<file path="src/hw/rtl/cht_pkg.sv">
// ----------------------------------------------------------------------------
// cht_pkg
// Shared types and constants of the connection handshake table.
// ----------------------------------------------------------------------------
package cht_pkg;

   localparam int PendDepth = 8;
   localparam int AccDepth  = 8;
   localparam int PendIdxW  = (PendDepth > 1) ? $clog2(PendDepth) : 1;
   localparam int AccIdxW   = (AccDepth > 1) ? $clog2(AccDepth) : 1;

   localparam logic [1:0] OP_SYN    = 2'd0;
   localparam logic [1:0] OP_ACK    = 2'd1;
   localparam logic [1:0] OP_ACCEPT = 2'd2;
   localparam logic [1:0] OP_NONE   = 2'd3;

   localparam logic [3:0] ST_NEW_SYNACK  = 4'd0;
   localparam logic [3:0] ST_RESEND      = 4'd1;
   localparam logic [3:0] ST_SYN_DROPPED = 4'd2;
   localparam logic [3:0] ST_ESTAB       = 4'd3;
   localparam logic [3:0] ST_ALREADY     = 4'd4;
   localparam logic [3:0] ST_ACC_FULL    = 4'd5;
   localparam logic [3:0] ST_NO_PEND     = 4'd6;
   localparam logic [3:0] ST_POPPED      = 4'd7;
   localparam logic [3:0] ST_EMPTY       = 4'd8;

   typedef struct packed {
      logic [1:0]  op;
      logic [31:0] peer_ip;
      logic [15:0] peer_port;
      logic [15:0] conn_handle;
      logic [15:0] local_port;
      logic [31:0] seq_in;
      logic [31:0] ack_in;
   } req_type;

   typedef struct packed {
      logic [3:0]  status;
      logic [2:0]  slot;
      logic [31:0] reply_seq;
      logic [31:0] reply_ack;
      logic [15:0] reply_port;
      logic [31:0] out_ip;
      logic [15:0] out_port;
      logic [15:0] out_handle;
      logic [31:0] client_seq;
      logic [31:0] client_ack;
   } rsp_type;

endpackage

</file>
<file path="src/hw/rtl/connection_handshake_table.sv">
// ----------------------------------------------------------------------------
// connection_handshake_table
// Handshake tracker of a listener: half-open and accepted connection tables.
// ----------------------------------------------------------------------------
// Requests enter through push/full with op and packet fields; responses
// leave through empty/pop, one per request with op 0..2 (op 3 is dropped).
// The front holds a two-entry request queue; the engine takes a request,
// searches both eight-entry tables in its look state and updates them and
// the response register in its do state once that register is free; it
// starts no new search until the current response is written, while the
// queue keeps taking requests until it is full.
// While the response waits unpopped the engine holds and the queue fills;
// full rises once two requests wait. csr_valid/csr_ready write initial_seq,
// always ready. Reset (synchronous) empties both tables and the queue and
// clears initial_seq and the last reply.
// ----------------------------------------------------------------------------
module connection_handshake_table (
   input  logic        clock,
   input  logic        reset,
   input  logic        push,
   output logic        full,
   input  logic [1:0]  req_op,
   input  logic [31:0] req_peer_ip,
   input  logic [15:0] req_peer_port,
   input  logic [15:0] req_conn_handle,
   input  logic [15:0] req_local_port,
   input  logic [31:0] req_seq_in,
   input  logic [31:0] req_ack_in,
   output logic        empty,
   input  logic        pop,
   output logic [3:0]  rsp_status,
   output logic [2:0]  rsp_slot,
   output logic [31:0] rsp_reply_seq,
   output logic [31:0] rsp_reply_ack,
   output logic [15:0] rsp_reply_port,
   output logic [31:0] rsp_out_ip,
   output logic [15:0] rsp_out_port,
   output logic [15:0] rsp_out_handle,
   output logic [31:0] rsp_client_seq,
   output logic [31:0] rsp_client_ack,
   input  logic        csr_valid,
   output logic        csr_ready,
   input  logic [31:0] csr_initial_seq
);

   cht_pkg::req_type req, q_req;
   cht_pkg::rsp_type rsp;
   logic             q_valid, q_take;
   logic [31:0]      iseq_ff;

   assign req = '{op: req_op, peer_ip: req_peer_ip, peer_port: req_peer_port,
                  conn_handle: req_conn_handle, local_port: req_local_port,
                  seq_in: req_seq_in, ack_in: req_ack_in};
   assign csr_ready = 1'b1;

   always_ff @(posedge clock) begin
      if (reset) begin
         iseq_ff <= '0;
      end else if (csr_valid) begin
         iseq_ff <= csr_initial_seq;
      end
   end

   cht_front u_front (
      .clock, .reset, .push, .full, .req_in(req),
      .q_valid, .q_req, .q_take
   );

   cht_engine u_engine (
      .clock, .reset, .initial_seq(iseq_ff), .q_valid, .q_req, .q_take,
      .rsp_empty(empty), .rsp_pop(pop), .rsp
   );

   assign rsp_status     = rsp.status;
   assign rsp_slot       = rsp.slot;
   assign rsp_reply_seq  = rsp.reply_seq;
   assign rsp_reply_ack  = rsp.reply_ack;
   assign rsp_reply_port = rsp.reply_port;
   assign rsp_out_ip     = rsp.out_ip;
   assign rsp_out_port   = rsp.out_port;
   assign rsp_out_handle = rsp.out_handle;
   assign rsp_client_seq = rsp.client_seq;
   assign rsp_client_ack = rsp.client_ack;

   a_take_needs_room: assert property (@(posedge clock) disable iff (reset)
      q_take |-> $past(1'b1) && q_valid)
      else $error("engine took a request from an empty queue");
   a_fill_after_take: assert property (@(posedge clock) disable iff (reset)
      q_take |=> !empty)
      else $error("response register not filled after a request");
   a_hold_when_full: assert property (@(posedge clock) disable iff (reset)
      !empty |-> !q_take)
      else $error("engine advanced over an unpopped response");

endmodule

</file>
<file path="src/hw/rtl/cht_front.sv">
// ----------------------------------------------------------------------------
// cht_front
// Input stage: takes requests, drops unused op codes, and holds a two-entry
// queue towards the table engine.
// ----------------------------------------------------------------------------
module cht_front (
   input  logic             clock,
   input  logic             reset,
   input  logic             push,
   output logic             full,
   input  cht_pkg::req_type req_in,
   output logic             q_valid,
   output cht_pkg::req_type q_req,
   input  logic             q_take
);

   cht_pkg::req_type mem_ff [2];
   logic             wr_ff, wr_in, rd_ff, rd_in;
   logic [1:0]       cnt_ff, cnt_in;
   logic             keep;

   assign full    = (cnt_ff == 2'd2);
   assign keep    = push && !full && (req_in.op != cht_pkg::OP_NONE);
   assign q_valid = (cnt_ff != 2'd0);
   assign q_req   = mem_ff[rd_ff];

   always_comb begin
      wr_in  = wr_ff ^ keep;
      rd_in  = rd_ff ^ (q_take && q_valid);
      cnt_in = cnt_ff + {1'b0, keep} - {1'b0, q_take && q_valid};
   end

   always_ff @(posedge clock) begin
      if (reset) begin
         wr_ff  <= 1'b0;
         rd_ff  <= 1'b0;
         cnt_ff <= 2'd0;
      end else begin
         wr_ff  <= wr_in;
         rd_ff  <= rd_in;
         cnt_ff <= cnt_in;
      end
      if (keep) begin
         mem_ff[wr_ff] <= req_in;
      end
   end

endmodule

</file>
<file path="src/hw/rtl/cht_engine.sv">
// ----------------------------------------------------------------------------
// cht_engine
// Table engine: searches the half-open and accepted tables in its look
// state, then updates them and writes the response register in its do state.
// ----------------------------------------------------------------------------
module cht_engine (
   input  logic             clock,
   input  logic             reset,
   input  logic [31:0]      initial_seq,
   input  logic             q_valid,
   input  cht_pkg::req_type q_req,
   output logic             q_take,
   output logic             rsp_empty,
   input  logic             rsp_pop,
   output cht_pkg::rsp_type rsp
);

   typedef enum logic [1:0] {
      S_LOOK = 2'b01,
      S_DO   = 2'b10
   } state_type;

   state_type state_ff, state_in;

   logic [cht_pkg::PendDepth-1:0] pv_ff;
   logic [31:0] pip_ff [cht_pkg::PendDepth];
   logic [15:0] ppt_ff [cht_pkg::PendDepth];
   logic [15:0] phd_ff [cht_pkg::PendDepth];
   logic [cht_pkg::AccDepth-1:0] av_ff;
   logic [31:0] aip_ff [cht_pkg::AccDepth];
   logic [15:0] apt_ff [cht_pkg::AccDepth];
   logic [15:0] ahd_ff [cht_pkg::AccDepth];
   logic [31:0] lack_ff;
   logic [15:0] lport_ff;

   logic                        pm_ff, pf_ff, am_ff, af_ff, av1_ff;
   logic [cht_pkg::PendIdxW-1:0] pmi_ff, pfi_ff;
   logic [cht_pkg::AccIdxW-1:0]  afi_ff, ali_ff;
   logic                        pm, pf, am, af, av1;
   logic [cht_pkg::PendIdxW-1:0] pmi, pfi;
   logic [cht_pkg::AccIdxW-1:0]  afi, ali;

   cht_pkg::rsp_type r_in;
   logic             full_ff;
   logic [31:0]      ack1;

   always_comb begin
      pm = 1'b0; pf = 1'b0; pmi = '0; pfi = '0;
      for (int i = cht_pkg::PendDepth - 1; i >= 0; i--) begin
         if (pv_ff[i] && pip_ff[i] == q_req.peer_ip && ppt_ff[i] == q_req.peer_port) begin
            pm  = 1'b1;
            pmi = cht_pkg::PendIdxW'(i);
         end
         if (!pv_ff[i]) begin
            pf  = 1'b1;
            pfi = cht_pkg::PendIdxW'(i);
         end
      end
      am = 1'b0; af = 1'b0; av1 = 1'b0; afi = '0; ali = '0;
      for (int i = cht_pkg::AccDepth - 1; i >= 0; i--) begin
         if (av_ff[i] && aip_ff[i] == q_req.peer_ip && apt_ff[i] == q_req.peer_port) begin
            am = 1'b1;
         end
         if (!av_ff[i]) begin
            af  = 1'b1;
            afi = cht_pkg::AccIdxW'(i);
         end else begin
            av1 = 1'b1;
            ali = cht_pkg::AccIdxW'(i);
         end
      end
   end

   assign q_take    = (state_ff == S_DO) && !full_ff;
   assign rsp_empty = !full_ff;
   assign ack1      = q_req.seq_in + 32'd1;

   always_comb begin
      r_in = '0;
      case (q_req.op)
         cht_pkg::OP_SYN: begin
            if (pm_ff) begin
               r_in.status     = cht_pkg::ST_RESEND;
               r_in.reply_seq  = initial_seq;
               r_in.reply_ack  = lack_ff;
               r_in.reply_port = lport_ff;
            end else if (pf_ff) begin
               r_in.status     = cht_pkg::ST_NEW_SYNACK;
               r_in.slot       = 3'(pfi_ff);
               r_in.reply_seq  = initial_seq;
               r_in.reply_ack  = ack1;
               r_in.reply_port = q_req.local_port;
            end else begin
               r_in.status = cht_pkg::ST_SYN_DROPPED;
            end
         end
         cht_pkg::OP_ACK: begin
            if (am_ff) begin
               r_in.status = cht_pkg::ST_ALREADY;
            end else if (!af_ff) begin
               r_in.status = cht_pkg::ST_ACC_FULL;
            end else if (!pm_ff) begin
               r_in.status = cht_pkg::ST_NO_PEND;
            end else begin
               r_in.status     = cht_pkg::ST_ESTAB;
               r_in.slot       = 3'(afi_ff);
               r_in.client_seq = q_req.seq_in;
               r_in.client_ack = q_req.ack_in;
            end
         end
         default: begin
            if (av1_ff) begin
               r_in.status     = cht_pkg::ST_POPPED;
               r_in.slot       = 3'(ali_ff);
               r_in.out_ip     = aip_ff[ali_ff];
               r_in.out_port   = apt_ff[ali_ff];
               r_in.out_handle = ahd_ff[ali_ff];
            end else begin
               r_in.status = cht_pkg::ST_EMPTY;
            end
         end
      endcase
   end

   always_comb begin
      state_in = state_ff;
      case (state_ff)
         S_LOOK:  if (q_valid) state_in = S_DO;
         S_DO:    if (!full_ff) state_in = S_LOOK;
         default: state_in = S_LOOK;
      endcase
   end

   always_ff @(posedge clock) begin
      if (reset) begin
         state_ff <= S_LOOK;
         pv_ff    <= '0;
         av_ff    <= '0;
         lack_ff  <= '0;
         lport_ff <= '0;
         full_ff  <= 1'b0;
      end else begin
         state_ff <= state_in;
         if (rsp_pop && full_ff) full_ff <= 1'b0;
         if (q_take) begin
            full_ff <= 1'b1;
            rsp     <= r_in;
            if (q_req.op == cht_pkg::OP_SYN && !pm_ff && pf_ff) begin
               pv_ff[pfi_ff]  <= 1'b1;
               pip_ff[pfi_ff] <= q_req.peer_ip;
               ppt_ff[pfi_ff] <= q_req.peer_port;
               phd_ff[pfi_ff] <= q_req.conn_handle;
               lack_ff        <= ack1;
               lport_ff       <= q_req.local_port;
            end
            if (q_req.op == cht_pkg::OP_ACK && !am_ff && af_ff && pm_ff) begin
               av_ff[afi_ff]  <= 1'b1;
               aip_ff[afi_ff] <= q_req.peer_ip;
               apt_ff[afi_ff] <= q_req.peer_port;
               ahd_ff[afi_ff] <= phd_ff[pmi_ff];
               pv_ff[pmi_ff]  <= 1'b0;
            end
            if (q_req.op == cht_pkg::OP_ACCEPT && av1_ff) begin
               av_ff[ali_ff] <= 1'b0;
            end
         end
      end
      if (state_ff == S_LOOK) begin
         pm_ff <= pm; pf_ff <= pf; pmi_ff <= pmi; pfi_ff <= pfi;
         am_ff <= am; af_ff <= af; afi_ff <= afi; av1_ff <= av1; ali_ff <= ali;
      end
   end

endmodule

</file>
<file path="config.mk">
export PLATFORM = sky130hd
export DESIGN_NAME = connection_handshake_table
export DESIGN_NICKNAME = d
export VERILOG_FILES = /design/src/hw/rtl/cht_pkg.sv /design/src/hw/rtl/connection_handshake_table.sv /design/src/hw/rtl/cht_front.sv /design/src/hw/rtl/cht_engine.sv
export SDC_FILE = /design/constraint.sdc
export NUM_CORES = 2
export LEC_CHECK = 0
export ABC_AREA = 0
export BUFFER_PORTS_ARGS = -buffer_cell sky130_fd_sc_hd__buf_2
export CELL_PAD_IN_SITES_DETAIL_PLACEMENT = 0
export CELL_PAD_IN_SITES_GLOBAL_PLACEMENT = 1
export CORE_ASPECT_RATIO = 0.7
export CORE_MARGIN = 2
export CORE_UTILIZATION = 35
export DETAILED_ROUTE_END_ITERATION = 12
export GPL_ROUTABILITY_DRIVEN = 0
export PLACE_DENSITY = 0.66
export SLEW_MARGIN = 40
export SYNTH_ARGS = -nofsm -noshare
export SYNTH_HDL_FRONTEND = slang
export SYNTH_SLANG_ARGS = --single-unit
</file>
<file path="constraint.sdc">
create_clock -name clock -period 16.7 [get_ports clock]
set_input_delay 2.505 -clock clock [delete_from_list [all_inputs] [get_ports clock]]
set_output_delay 2.505 -clock clock [all_outputs]
set_load 0.005 [all_outputs]
</file>
# Yosys cells after proc, flatten, opt, wreduce, memory -nomap -nowiden
# Memories as Yosys holds them, arrays and structs flattened. A register that Yosys moved wholly into a read port is not among the register bits.
# Cells that the tools add are included.
# Widths: inputs -> output; s select.
# word_totals
reg_bits,271
ramBits,1316
in_bits,183
output_inout_bits,218
elab_cells,256
mem_count,7
# classes
add_sub_neg,3
order_cmp,8
eq_ne,40
mux,79
bitwise_logic,13
reduce_logical,72
# mem_list
memory,depth,word_bits,rd,rd_clocked_by_memory_dff,wr,line,text
u_front.mem_ff,2,146,1,1,1,cht_front.sv:17,cht_pkg::req_type mem_ff [2];
u_engine.aip_ff,8,32,9,1,1,cht_engine.sv:30,logic [31:0] aip_ff [cht_pkg::AccDepth];
u_engine.pip_ff,8,32,8,0,1,cht_engine.sv:26,logic [31:0] pip_ff [cht_pkg::PendDepth];
u_engine.ahd_ff,8,16,1,1,1,cht_engine.sv:32,logic [15:0] ahd_ff [cht_pkg::AccDepth];
u_engine.apt_ff,8,16,9,1,1,cht_engine.sv:31,logic [15:0] apt_ff [cht_pkg::AccDepth];
u_engine.phd_ff,8,16,1,0,1,cht_engine.sv:28,logic [15:0] phd_ff [cht_pkg::PendDepth];
+1 memories,--,--,--,--,--,--,
# ops
cell,count
$eq 32x32->1,16
$eq 16x16->1,16
$mux 83,1
$mux 80,1
$mux 3,22
$mux 8,8
$logic_and 1x1->1,47
$add 32x1->32 const B,1
$mux 1,26
$mux 2,11
$reduce_or 7->1,3
$and 8x8->8,2
$lt 3x4->1 const B,4
$mux 4,4
$not 8->8,2
$or 8x8->8,2
$pmux 7 s2,1
$reduce_and 7->1,2
$demux 1 s3,4
$ge 3x1->1 const B,4
$reduce_or 4->1,3
$reduce_and 2->1,5
$reduce_and 4->1,2
$eq 2x2->1 const B,3
12 further kinds,25

# Logic depth before layout (Yosys ltp)
# An unclocked memory read counts as a cell.
# depth
word_depth,11
mapped_depth,16
depth_no_buf,11

# Hierarchy
# From an unflattened synthesis, not the netlist that was laid out.
# hier_totals
hier_cells,4174
hier_area_um2,66697.7
# modules_own_cells
mod,instances,cells_each,area_per_inst_um2,seq_area_each_um2
cht_engine,1,3592,54723.7,39057.5
cht_front,1,477,10799.1,8848.5
connection_handshake_table,1,105,1174.9,640.6

# Worst setup path before layout
# OpenSTA, ideal clock, no wires.
# synth_timing
path_type,input -> register
start,input port reset
end,memory u_engine.phd_ff[1][0] (enable)
setup_time_ns,0.564
arrival_time_ns,17.418
required_ns,16.136
slack_ns,-1.282
path_stages,3
path_buffers,0
cell_sequence,nor2_1 > nand3_1 > nor3_1
# synth_via
elab_chain_len,2
# synth_rtl
item,line,text
from (decl),connection_handshake_table.sv:19,"input logic reset,"
$mux 1,cht_engine.sv:135,if (reset) begin
$mux 1 (not written as such),cht_engine.sv:152,phd_ff[pfi_ff] <= q_req.conn_handle;
to (decl),cht_engine.sv:28,
# No other way between the ends.

==> results.py <==
metrics = {
    "logic_synthesis": {
        "yosysSeqAreaShare_pct": 72.7,
        "mappedNetlistArea_um2": 66700,
        "synth.avg_cell_area_um2": 16.0,
        "ys_seq_elements": 1651,
        "yosys_warnings": 0,
        "synth_flop_cell": "edfxtp_1",
        "synth.net_count": 4366,
        "synth_cell_types": 58,
        "synth_edf_count": 1548,
        "async_flop_share_pct": 0,
        "synth_cells": 4178,
    },
    "timing": {
        "drv_slew": 0,
        "tightest_slew_ns": 0.963,
        "setup_tns_ns": 0,
        "max_clock_freq_mhz": 189,
        "skew_ns": 0.0507,
        "post-route-period-util_pct": 31.6,
        "period_needed_ns": 5.28,
        "hold_viol_final": 0,
        "setup_viol": 0,
        "rsz0062_at_grt": "no",
        "slew_headroom_pct": 35.2,
    },
    "drt": {
        "wire_per_inst_um": 31.9,
        "initialDrtViolationCount": 6210,
        "vias": 41164,
        "drc_errors": 0,
        "final_antenna_net_count": 0,
        "routed_via_density": 5.63,
        "wl_um": 233000,
        "dr.pass1.iters": 8,
    },
    "power_and_ir_drop": {
        "p_leak_nw": 24.3,
        "seqPwrFrac_pct": 50.8,
        "p_comb_share_pct": 9.9,
        "intPower_w": 0.00692,
        "peakVddDrop_v": 0.0000988,
        "p_sw_share_pct": 25.2,
        "switchingPower_w": 0.00233,
        "p_per_area_nw_per_um2": 119,
        "clock_power_share_pct": 39.3,
    },
    "hold_path": {
        "hp-class": "reg -> reg",
    },
    "finish": {
        "layout_commonest_cell": "edfxtp_1",
        "fin_util_pct": 40.9,
        "final_cell_mix": "edfxtp_1 (1548), xnor2_1 (575), buf_2 (397)",
        "areaGrowthSynthToFinish_pct": 16.6,
        "nets": 4842,
        "layout-drive-gt1-share_pct": 19.1,
        "fill_cells": 17366,
    },
    "floorplanning": {
        "core_um2": 190000,
        "dieWidth_um": 526,
        "die_h_um": 369,
        "start_util_pct": 35.1,
        "fp.dieArea_um2": 194000,
        "io_pins": 401,
        "rows": 134,
    },
    "clock_tree": {
        "cts_tree": "done",
        "clk_latency_ns": 0.82,
        "cts_resized": 0,
        "cts_root_buf": "clkbuf_16",
        "cts_setup_buffers": 0,
        "numCtsBuffers": 158,
        "cts_sinks": 1651,
        "postCtsHoldBufs": 0,
        "cts.clk_slew.worst_paths_ns": 0.06,
        "htree_levels": 4,
        "cts_buffer_depth": 3,
    },
    "worst_setup_path": {
        "crit_arrival_ns": 5.85,
        "crit_chain": "buf_4, buf_4, mux2i_4, buf_6, xnor2_1, nor4_1, nand4_1, or4_1, a22oi_1, o21ai_1, a22o_1",
        "slowest_delay_ns": 0.70,
        "critPathLaunchType": "flip-flop",
        "cp-end-kind": "flip-flop",
        "crit_path_frequent_cell": "buf_4",
        "crit_slowest_cell": "buf_4",
        "worstPathRequired_ns": 17.27,
        "crit_fanout": 21,
        "critPathKind": "reg -> reg",
    },
    "global_routing": {
        "grtUsageTotal_pct": 23.3,
        "antenna_found_initial": 45,
        "grt_pass1_wl_um": 316000,
        "grt_pass1_vias": 38355,
        "overflow": 0,
        "grt_max_degree": 132,
    },
    "placed_design": {
        "place_hpwl_um": 153000,
        "place.port_buffers": 399,
    },
    "run_status": {
        "outcome": "finished clean",
    },
    "job": {
        "maxCapViolCount": 0,
    },
}
==> routing by layer <==
metal / vias up / global-route usage [%] / wire, um / part of all wire [%]
met4: 24 / 5.48 / 5840 / 2.5
met5: - / 1.19 / 463 / 0.20
li1: 17049 / - / - / -
met1: 21022 / 33.1 / 96700 / 42
met3: 371 / 10.0 / 34400 / 15
met2: 2698 / 32.6 / 95600 / 41
==> logic make-up after synthesis <==
family / count (synthesis) / synth area share, %
flip-flops: 1651 / 72.7
adder cells (fa/ha/maj): 5 / 0.0937
XOR/XNOR: 747 / 9.80
other: 1 / 0.00562
multiplexers: 181 / 3.48
buffers and inverters: 267 / 1.69
AND/OR/NAND/NOR: 720 / 5.53
AO/OA/AOI/OAI: 606 / 6.66
==> power by group through the flow <==
stage | clock network [W] | registers [W] | logic [W]
3_3_place_gp | 0 | 0.00478 | 0.000877
4_1_cts | 0.00369 | 0.00469 | 0.000888
5_1_grt | 0.00384 | 0.00470 | 0.000948
3_5_place_dp | 0 | 0.00478 | 0.000884
6_report | 0.00364 | 0.00469 | 0.000917
2_1_floorplan | 0 | 0.00476 | 0.000477
==> area by class of cell <==
class | instances | area [um2] | share of cell area, %
Clock inverter | 86 | 947 | 1.22
Antenna cell | 13 | 32.5 | 0.0418
Timing Repair Buffer | 521 | 3080 | 3.96
Clock buffer | 200 | 4210 | 5.40
Sequential cell | 1651 | 48600 | 62.4
Tap cell | 2516 | 3150 | 4.05
Multi-Input combinational cell | 2260 | 17600 | 22.6
Inverter | 62 | 233 | 0.299
==> Yosys cell counts (38+ instances only) <==
master	count	area share, %
xnor2_1	585	7.7
mux2i_1	121	1.8
nor2_1	176	0.99
a22oi_1	199	2.2
nand3_1	38	0.28
a22o_1	95	1.2
edfxtp_1	1548	70
nand2_1	141	0.79
a21oi_1	60	0.45
buf_2	58	0.43
xor2_1	162	2.1
dfxtp_1	103	3.1
nor4_1	155	1.5
a31oi_1	69	0.65
a221oi_1	74	0.97
nand4_1	79	0.74
mux2i_4	38	1.3
clkbuf_1	118	0.66
inv_1	62	0.35
==> final timing paths <==
| kind | from | to | slack (ns) | cells after the start |
|---|---|---|---|---|
| worst min register to register | u_engine.lack_ff[13] | u_engine.lack_ff[13] | 0.45 | 2 |
| worst max-delay path | u_front.rd_ff | u_engine.pmi_ff[0] | 11.42 | 11 |
| worst min-delay path | u_engine.lack_ff[13] | u_engine.lack_ff[13] | 0.45 | 2 |
| worst max register to register | u_front.rd_ff | u_engine.pmi_ff[0] | 11.42 | 11 |
==> worst max-delay path, delay by kind of cell (launching register included) <==
family          cells  cell delay (ns)
xor+xnor            1             0.09
buf+inv             3             1.65
flops               1             0.62
compound gates      3             0.44
simple gates        3             1.38
mux                 1             0.68
==> flip-flops by register name, summed over array words and instances, names as in the netlist, 32 cells and up <==
signal and cells:
u_front.mem_ff 292, u_engine.aip_ff 256, u_engine.pip_ff 256, u_engine.rsp 215
u_engine.ahd_ff 128, u_engine.apt_ff 128, u_engine.phd_ff 128, u_engine.ppt_ff 128
iseq_ff 32, u_engine.lack_ff 32
==> stage by stage <==
step	hold slack, ns	power, W	instances	worst slack (ns)	area [um2]
2_1_floorplan	0.436	0.00524	4178	2.71	66700
3_3_place_gp	0.442	0.00566	7000	10.40	72200
3_5_place_dp	0.447	0.00567	7007	10.32	72400
4_1_cts	0.455	0.00927	7293	11.17	77600
5_1_grt	0.467	0.00948	7298	11.26	77800
6_report	0.454	0.00925	7309	11.42	77800
Power figures use the tool's default switching activity.
